**config.mk**
```make
export PLATFORM = sky130hd
export DESIGN_NAME = one_shot_timer_bank_unit
export DESIGN_NICKNAME = d
export VERILOG_FILES = /design/src/rtl/ostb_pkg.sv /design/src/rtl/one_shot_timer_bank_unit.sv /design/src/rtl/ostb_cell.sv /design/src/rtl/ostb_head.sv
export SDC_FILE = /design/constraint.sdc
export NUM_CORES = 2
export LEC_CHECK = 0
export BUFFER_PORTS_ARGS = -buffer_cell sky130_fd_sc_hd__buf_2
export CORE_ASPECT_RATIO = 1.1
export CORE_MARGIN = 10
export CORE_UTILIZATION = 47
export CTS_CLUSTER_DIAMETER = 30
export CTS_CLUSTER_SIZE = 25
export DETAILED_ROUTE_END_ITERATION = 16
export PLACE_DENSITY_LB_ADDON = 0.12
export SLEW_MARGIN = 10
export SYNTH_ARGS = -nofsm -noshare
export SYNTH_HDL_FRONTEND = slang
export SYNTH_SLANG_ARGS = --single-unit
```
**constraint.sdc**
```tcl
create_clock -name clk_i -period 6.1 [get_ports clk_i]
set_clock_uncertainty 0.1 [all_clocks]
set_input_delay 0.61 -clock clk_i [delete_from_list [all_inputs] [get_ports clk_i]]
set_output_delay 0.61 -clock clk_i [all_outputs]
set_load 0.005 [all_outputs]
```
**src/rtl/ostb_pkg.sv**
```systemverilog
`timescale 1ns / 1ps

package ostb_pkg;

  localparam int DUR_W     = 32;
  localparam int ELAPSED_W = 32;
  localparam int FACTOR_W  = 20;
  localparam int PROD_W    = DUR_W + FACTOR_W;
  localparam int SLOT_W    = 4;

  localparam logic [FACTOR_W-1:0] MICRO_FACTOR  = 20'd1;
  localparam logic [FACTOR_W-1:0] MILLI_FACTOR  = 20'd1000;
  localparam logic [FACTOR_W-1:0] SECOND_FACTOR = 20'd1000000;

  localparam logic       CMD_START = 1'b0;
  localparam logic       CMD_TICK  = 1'b1;

  localparam logic       EV_START  = 1'b0;
  localparam logic       EV_EXPIRE = 1'b1;

  localparam logic [1:0] TB_MICRO  = 2'd0;
  localparam logic [1:0] TB_MILLI  = 2'd1;
  localparam logic [1:0] TB_SECOND = 2'd2;

  typedef enum logic [1:0] {
    ST_IDLE,
    ST_SCALE,
    ST_TICK,
    ST_FLUSH
  } state_e;

  typedef struct packed {
    logic shift;
    logic load;
  } cell_ctl_t;

endpackage

```
**src/rtl/one_shot_timer_bank_unit.sv**
```systemverilog
`timescale 1ns / 1ps

// channel  | ports                                            | handshake
// ---------+--------------------------------------------------+--------------------------
// command  | command_i duration_i time_base_i elapsed_i       | start_i high, busy_o low
// result   | event_kind_o slot_o last_o                       | valid_o, one cycle each
//
// a start does the scaling multiply, then the load of the slot and its result.
// a tick first registers elapsed, then the timer chain rotates once through the single
// decrement head, one slot per cycle, then a flush step drains the held-back expiry.
// reset closes every slot and points the next start at slot 0; no clearing pass.
// results cannot be stalled; busy_o holds off new commands while one is in progress.

module one_shot_timer_bank_unit #(
  parameter int NUM_TIMERS = 10,
  parameter int TIME_WIDTH = 32
) (
  input  logic                                clk_i,
  input  logic                                rst_ni,
  input  logic                                start_i,
  output logic                                busy_o,
  input  logic                                command_i,
  input  logic [ostb_pkg::DUR_W-1:0]          duration_i,
  input  logic [1:0]                          time_base_i,
  input  logic [ostb_pkg::ELAPSED_W-1:0]      elapsed_i,
  output logic                                valid_o,
  output logic                                event_kind_o,
  output logic [ostb_pkg::SLOT_W-1:0]         slot_o,
  output logic                                last_o
);

  localparam int EW = ostb_pkg::PROD_W + TIME_WIDTH;
  localparam logic [ostb_pkg::SLOT_W-1:0] LAST_SLOT = ostb_pkg::SLOT_W'(NUM_TIMERS - 1);

  ostb_pkg::state_e state_q, state_d;

  logic [ostb_pkg::SLOT_W-1:0]    next_slot_q, next_slot_d;
  logic [ostb_pkg::SLOT_W-1:0]    step_q, step_d;
  logic                           pend_q, pend_d;
  logic [ostb_pkg::SLOT_W-1:0]    pend_slot_q, pend_slot_d;
  logic [ostb_pkg::ELAPSED_W-1:0] elapsed_q, elapsed_d;
  logic [ostb_pkg::PROD_W-1:0]    prod_q, prod_d;

  logic                           valid_q, valid_d;
  logic                           kind_q, kind_d;
  logic [ostb_pkg::SLOT_W-1:0]    slot_q, slot_d;
  logic                           last_q, last_d;

  logic                           accept;
  logic [ostb_pkg::FACTOR_W-1:0]  factor;
  logic [EW-1:0]                  prod_ext;
  logic [TIME_WIDTH-1:0]          load_time;

  logic [TIME_WIDTH-1:0]          cell_time [NUM_TIMERS];
  logic                           cell_open [NUM_TIMERS];
  logic [TIME_WIDTH-1:0]          head_time;
  logic                           head_open;
  logic                           head_expire;

  assign accept = start_i && (state_q == ostb_pkg::ST_IDLE);
  assign busy_o = (state_q != ostb_pkg::ST_IDLE);

  always_comb begin
    case (time_base_i)
      ostb_pkg::TB_MILLI:  factor = ostb_pkg::MILLI_FACTOR;
      ostb_pkg::TB_SECOND: factor = ostb_pkg::SECOND_FACTOR;
      default:             factor = ostb_pkg::MICRO_FACTOR;
    endcase
  end

  // saturate the scaled duration at the top of the timer range
  assign prod_ext  = EW'(prod_q);
  assign load_time = (|prod_ext[EW-1:TIME_WIDTH]) ? {TIME_WIDTH{1'b1}}
                                                  : prod_ext[TIME_WIDTH-1:0];

  ostb_head #(
    .TIME_WIDTH(TIME_WIDTH)
  ) u_head (
    .time_i   (cell_time[0]),
    .open_i   (cell_open[0]),
    .elapsed_i(elapsed_q),
    .time_o   (head_time),
    .open_o   (head_open),
    .expire_o (head_expire)
  );

  // the chain rotates toward cell 0; the head's result re-enters at the far end
  for (genvar i = 0; i < NUM_TIMERS; i++) begin : g_cell
    ostb_pkg::cell_ctl_t   ctl;
    logic [TIME_WIDTH-1:0] chain_time;
    logic                  chain_open;

    assign ctl.shift = (state_q == ostb_pkg::ST_TICK);
    assign ctl.load  = (state_q == ostb_pkg::ST_SCALE) &&
                       (next_slot_q == ostb_pkg::SLOT_W'(i));

    if (i == NUM_TIMERS - 1) begin : g_tail
      assign chain_time = head_time;
      assign chain_open = head_open;
    end else begin : g_mid
      assign chain_time = cell_time[i+1];
      assign chain_open = cell_open[i+1];
    end

    ostb_cell #(
      .TIME_WIDTH(TIME_WIDTH)
    ) u_cell (
      .clk_i       (clk_i),
      .rst_ni      (rst_ni),
      .ctl_i       (ctl),
      .load_time_i (load_time),
      .chain_time_i(chain_time),
      .chain_open_i(chain_open),
      .time_o      (cell_time[i]),
      .open_o      (cell_open[i])
    );
  end

  always_comb begin
    state_d     = state_q;
    next_slot_d = next_slot_q;
    step_d      = step_q;
    pend_d      = pend_q;
    pend_slot_d = pend_slot_q;
    elapsed_d   = elapsed_q;
    prod_d      = prod_q;
    valid_d     = 1'b0;
    kind_d      = kind_q;
    slot_d      = slot_q;
    last_d      = last_q;

    case (state_q)
      ostb_pkg::ST_IDLE: begin
        if (accept) begin
          if (command_i == ostb_pkg::CMD_START) begin
            prod_d  = ostb_pkg::PROD_W'(duration_i) * ostb_pkg::PROD_W'(factor);
            state_d = ostb_pkg::ST_SCALE;
          end else begin
            elapsed_d = elapsed_i;
            step_d    = '0;
            pend_d    = 1'b0;
            state_d   = ostb_pkg::ST_TICK;
          end
        end
      end
      ostb_pkg::ST_SCALE: begin
        valid_d     = 1'b1;
        kind_d      = ostb_pkg::EV_START;
        slot_d      = next_slot_q;
        last_d      = 1'b1;
        next_slot_d = (next_slot_q == LAST_SLOT) ? '0 : next_slot_q + 1'b1;
        state_d     = ostb_pkg::ST_IDLE;
      end
      ostb_pkg::ST_TICK: begin
        // an expiry is held back one find so that the final one can carry last
        if (head_expire) begin
          if (pend_q) begin
            valid_d = 1'b1;
            kind_d  = ostb_pkg::EV_EXPIRE;
            slot_d  = pend_slot_q;
            last_d  = 1'b0;
          end
          pend_d      = 1'b1;
          pend_slot_d = step_q;
        end
        step_d = step_q + 1'b1;
        if (step_q == LAST_SLOT) begin
          state_d = ostb_pkg::ST_FLUSH;
        end
      end
      ostb_pkg::ST_FLUSH: begin
        if (pend_q) begin
          valid_d = 1'b1;
          kind_d  = ostb_pkg::EV_EXPIRE;
          slot_d  = pend_slot_q;
          last_d  = 1'b1;
        end
        pend_d  = 1'b0;
        state_d = ostb_pkg::ST_IDLE;
      end
      default: begin
        state_d = ostb_pkg::ST_IDLE;
      end
    endcase
  end

  always_ff @(posedge clk_i or negedge rst_ni) begin
    if (!rst_ni) begin
      state_q     <= ostb_pkg::ST_IDLE;
      next_slot_q <= '0;
      step_q      <= '0;
      pend_q      <= 1'b0;
      valid_q     <= 1'b0;
    end else begin
      state_q     <= state_d;
      next_slot_q <= next_slot_d;
      step_q      <= step_d;
      pend_q      <= pend_d;
      valid_q     <= valid_d;
    end
  end

  always_ff @(posedge clk_i) begin
    pend_slot_q <= pend_slot_d;
    elapsed_q   <= elapsed_d;
    prod_q      <= prod_d;
    kind_q      <= kind_d;
    slot_q      <= slot_d;
    last_q      <= last_d;
  end

  assign valid_o      = valid_q;
  assign event_kind_o = kind_q;
  assign slot_o       = slot_q;
  assign last_o       = last_q;

`ifndef SYNTH
  a_slot_range: assert property (@(posedge clk_i) disable iff (!rst_ni)
    valid_o |-> (slot_o <= LAST_SLOT))
    else $error("result slot beyond the bank");

  a_start_result: assert property (@(posedge clk_i) disable iff (!rst_ni)
    (accept && command_i == ostb_pkg::CMD_START) |-> ##2
      (valid_o && event_kind_o == ostb_pkg::EV_START && last_o))
    else $error("start transaction without its result");

  a_tick_no_early: assert property (@(posedge clk_i) disable iff (!rst_ni)
    (accept && command_i == ostb_pkg::CMD_TICK) |=> !valid_o)
    else $error("tick result before any slot was visited");

  a_tick_to_flush: assert property (@(posedge clk_i) disable iff (!rst_ni)
    (state_q == ostb_pkg::ST_TICK && step_q == LAST_SLOT) |=>
      (state_q == ostb_pkg::ST_FLUSH))
    else $error("tick rotation did not end after the last slot");

  a_next_slot_range: assert property (@(posedge clk_i) disable iff (!rst_ni)
    (state_q == ostb_pkg::ST_SCALE) |-> (next_slot_q <= LAST_SLOT))
    else $error("round-robin pointer beyond the bank");
`endif

endmodule

```
**src/rtl/ostb_cell.sv**
```systemverilog
`timescale 1ns / 1ps

module ostb_cell #(
  parameter int TIME_WIDTH = 32
) (
  input  logic                  clk_i,
  input  logic                  rst_ni,
  input  ostb_pkg::cell_ctl_t   ctl_i,
  input  logic [TIME_WIDTH-1:0] load_time_i,
  input  logic [TIME_WIDTH-1:0] chain_time_i,
  input  logic                  chain_open_i,
  output logic [TIME_WIDTH-1:0] time_o,
  output logic                  open_o
);

  logic [TIME_WIDTH-1:0] time_q, time_d;
  logic                  open_q, open_d;

  always_comb begin
    time_d = time_q;
    open_d = open_q;
    if (ctl_i.load) begin
      time_d = load_time_i;
      open_d = 1'b1;
    end else if (ctl_i.shift) begin
      time_d = chain_time_i;
      open_d = chain_open_i;
    end
  end

  always_ff @(posedge clk_i or negedge rst_ni) begin
    if (!rst_ni) begin
      time_q <= '0;
      open_q <= 1'b0;
    end else begin
      time_q <= time_d;
      open_q <= open_d;
    end
  end

  assign time_o = time_q;
  assign open_o = open_q;

endmodule

```
**src/rtl/ostb_head.sv**
```systemverilog
`timescale 1ns / 1ps

module ostb_head #(
  parameter int TIME_WIDTH = 32
) (
  input  logic [TIME_WIDTH-1:0]          time_i,
  input  logic                           open_i,
  input  logic [ostb_pkg::ELAPSED_W-1:0] elapsed_i,
  output logic [TIME_WIDTH-1:0]          time_o,
  output logic                           open_o,
  output logic                           expire_o
);

  localparam int CW = (TIME_WIDTH > ostb_pkg::ELAPSED_W) ? TIME_WIDTH : ostb_pkg::ELAPSED_W;

  logic [CW-1:0] rem_ext;
  logic [CW-1:0] ela_ext;
  logic          runs_out;

  assign rem_ext  = CW'(time_i);
  assign ela_ext  = CW'(elapsed_i);
  assign runs_out = (ela_ext >= rem_ext);

  always_comb begin
    time_o   = time_i;
    open_o   = open_i;
    expire_o = 1'b0;
    if (open_i) begin
      if (runs_out) begin
        time_o   = '0;
        open_o   = 1'b0;
        expire_o = 1'b1;
      end else begin
        // elapsed is below remaining here, so it fits the timer width
        time_o = time_i - TIME_WIDTH'(ela_ext);
      end
    end
  end

endmodule
```
==> metrics.md <==
| Metric | Value |
|---|---|
| Top-area cell type share of the netlist area | 26.6% |
| Routed Antenna Nets | 0 |
| Final period util | 110% |
| GRT Util Overall | 22.1% |
| Chip width | 270 µm |
| Endpoints failing setup | 24 |
| IO Port Bufs | 77 |
| Boundary pin count | 78 |
| Die height | 295 µm |
| Internal | 0.0121 W |
| P&R area growth vs syn | 21.7% |
| Power per cell area | 529 nW/µm² |
| Core outline area | 67800 µm² |
| Hold_sp | elapsed_i[1] |
| Slew margin rel. | 20.8% |
| DRC viols | 0 |
| Clock power frac | 18.1% |
| FF-to-FF End | slot_o[1]$_DFFE_PP_ |
| Final Slew Violations | 0 |
| CP Launch Type | input port |
| Crit Path Class | in2reg |
| Cts bufs inserted | 67 |
| Number of global-route vias before repair | 25976 |
| HPWL Detailed | 63300 µm |
| Async SR Flop Fraction | 78.4% |
| Synthesized area per cell | 10.4 µm² |
| Vias per cell | 5.62 |
| Synthesized Nets | 3751 |
| Reg clk slew, reported paths | 50 ps |
| Detailed-route via count | 24797 |
| Commonest cells post-synth | inv_1, o21ai_0, dfrtp_1 |
| Post-synth top flop | dfrtp_1 |
| Synth area leader | dfrtp_1 |
| Reg2reg path depth | 14 |
| Nets | 4101 |
| Worst R2R Setup Slack | 1690 ps |
| Synth top area cells | dfrtp_1, fa_1, ha_1, edfxtp_1, a22oi_1 |
| CTS tree | done |
| Starting Density | 47.5% |
| Sequential share of the synthesized area | 35.3% |
| Synth Instances | 3092 |
| Reg-to-Reg Start | g_cell[0].u_cell.time_o[0]$_DFFE_PN0P_ |
| Drt wl/cell | 20.0 µm |
| CTS HTree Levels | 3 |
| FMAX | 0.149 GHz |
| Crit. End Element | register |
| Number of synthesized register bits | 436 |
| Leak | 19.3 nW |
| Routed WL | 88100 µm |
| DRT iter0 DRCs | 1837 |
| Max FO, Critical Path | 7 |
| Share of cells above drive strength 1 | 21.3% |
| Switch share | 41.6% |
| Worst setup margin | -596 ps |
| Final Critical Period | 6700 ps |
| Mapped cell area | 32200 µm² |
| Comb power frac | 57.5% |
| Clk buf depth | 3 |
| Clock sinks | 436 |
| First-pass GRT wire length | 142000 µm |
| 1st-pass router iterations | 6 |
| Row count | 100 |
| WP data arrival | 6910 ps |
| Max VDD drop | 386 µV |
| Clock latency on the worst-skew pair | 590 ps |
| Failing checks | setup timing |
| Final Hold Fails | 0 |
| RSZ-0062 raised after global routing | true |
| Filler cells | 5856 |
| Die Footprint | 79500 µm² |
| Switching Power | 0.00864 W |
| Distinct cells, synth | 79 |
| Dpl cells | 4259 |
| Critical Path RT | 6320 ps |
| Overflow after GRT | 0 |
| Hold WC Path Type | in2reg |
| Largest net degree at the start of global routing | 196 |
| Post-Layout Cell Count | 4412 |
| Routability congestion estimate | 0.882 |
| EDFF count, synth | 94 |
| Worst Tran Pin Value | 1190 ps |
| Hold worst-path end | elapsed_q[1]$_DFFE_PP_ |
| Seq pwr share | 24.4% |
| Maxcap violations | 0 |
| Initial antenna violation count | 0 |
| Yosys warning count | 0 |
| Worst Hold Path Cells | 1 |
| Root cell of the clock tree | clkbuf_16 |
| Outcome | finished with violations |
| Final core utilization | 57.9% |
| Most common cell in the netlist | inv_1 |
## state kept, by name (all words and copies together), names as in the netlist
register              count
elapsed_q                32
event_kind_o              1
g_cell.u_cell.open_o     10
g_cell.u_cell.time_o    320
last_o                    1
next_slot_q               4
pend_q                    1
pend_slot_q               4
prod_q                   52
slot_o                    4
state_q                   2
step_q                    4
valid_o                   1
## routing by layer
metal / track usage (%) / share of wire, % / vias to the layer above
li1: - / - / 11575
met1: 28.2 / 43 / 12461
met2: 39.3 / 51 / 629
met3: 2.21 / 4.0 / 132
met4: 6.72 / 2.5 / 0
met5: 0 / 0 / -
## stage by stage
| stage | hold WS, ps | setup TNS, ps | setup WS [ps] | total power (W) | instance area [µm²] |
|---|---|---|---|---|---|
| global placement | 374 | -32930 | -1330 | 0.0160 | 36100 |
| global route | 87.7 | -14410 | -809 | 0.0224 | 39200 |
| finish | 105 | -9300 | -596 | 0.0208 | 39200 |
| floorplan | 214 | -13120 | -810 | 0.0120 | 32500 |
| detailed placement | 382 | -35720 | -1540 | 0.0162 | 36100 |
| CTS | 81.2 | -8130 | -611 | 0.0205 | 39000 |
## power by group through the flow
stage | Clock (W) | Combinational [W] | Sequential (W)
final | 0.00375 | 0.0119 | 0.00507
after global routing | 0.00394 | 0.0133 | 0.00518
after CTS | 0.00381 | 0.0116 | 0.00505
after detailed placement | 0 | 0.0111 | 0.00508
after global placement | 0 | 0.0109 | 0.00505
after floorplan | 0 | 0.00725 | 0.00478
## worst max path at each step
stage | slack [ps] | to | from | cells after the start
after floorplan | -810 | prod_q[37]$_DFFE_PP_ | time_base_i[0] | 24
after global placement | -1330 | prod_q[45]$_DFFE_PP_ | time_base_i[1] | 25
after detailed placement | -1540 | prod_q[45]$_DFFE_PP_ | time_base_i[1] | 25
after CTS | -610 | prod_q[49]$_DFFE_PP_ | time_base_i[0] | 27
after global routing | -810 | prod_q[51]$_DFFE_PP_ | time_base_i[0] | 30
final | -600 | prod_q[51]$_DFFE_PP_ | time_base_i[1] | 28
## layout by cell type (no fill, tap or decap), types with 22 or more instances in the layout
master     count
inv_1        368
buf_4        344
dfrtp_1      342
o21ai_0      340
a22oi_1      291
ha_1         287
fa_1         259
nand2_1      107
edfxtp_1      94
nor2_1        93
and2_1        76
a21oi_1       75
buf_2         74
clkbuf_16     70
xor2_1        48
a21o_1        48
xnor2_1       39
nand3_1       34
and3_1        23
a21oi_2       23
ha_4          22
## cells by family (layout without fill, tap and decap cells)
logic type / after synthesis / after routing / share of synthesized area [%]
AOI/OAI and AO/OA: 954 / 954 / 19.0
xor gates and xnor gates: 90 / 90 / 2.45
adders and majority gates: 589 / 589 / 29.3
buffers and inverters: 540 / 941 / 6.30
DFF: 436 / 436 / 35.3
muxes: 4 / 4 / 0.132
other: 0 / 1 / 0
and+or+nand+nor: 479 / 479 / 7.53
## worst max-delay path, cell delays in order
cell and delay [ps]:
buf_6 100, buf_6 110, ha_4 270, buf_4 150, nor2b_4 110, fa_1 450, fa_1 490, ha_2 330
inv_1 50, fa_2 570, fa_1 420, fa_1 490, inv_1 50, fa_1 480, ha_4 320, a21oi_4 70
buf_4 140, a21oi_2 150, o21ai_2 90, a211oi_4 310, o211ai_1 140, buf_4 170, a311oi_4 250, buf_4 170
buf_4 90, a41o_1 160, a21oi_2 60, xnor2_1 120
## repair_timing
item                       in CTS  in global routing
pin swaps                      68                 40
hold buffers                    1                  0
resized for setup             106                 45
hold endpoints to repair       71                  0
buffers inserted               21                  9
setup endpoints to repair      29                 29
gates cloned                    1                  0
## cell type report
type / count / area (µm²) / area share [%]
Multi-Input combinational cell: 2116 / 19700 / 50.3
Sequential cell: 436 / 11400 / 29.0
Timing Repair Buffer: 442 / 3310 / 8.43
Clock buffer: 81 / 1840 / 4.70
Inverter: 379 / 1430 / 3.64
Tap cell: 918 / 1150 / 2.93
Clock inverter: 39 / 387 / 0.985
Antenna cell: 1 / 2.50 / 0.00638
No activity file was read; power rests on OpenSTA's default activity.
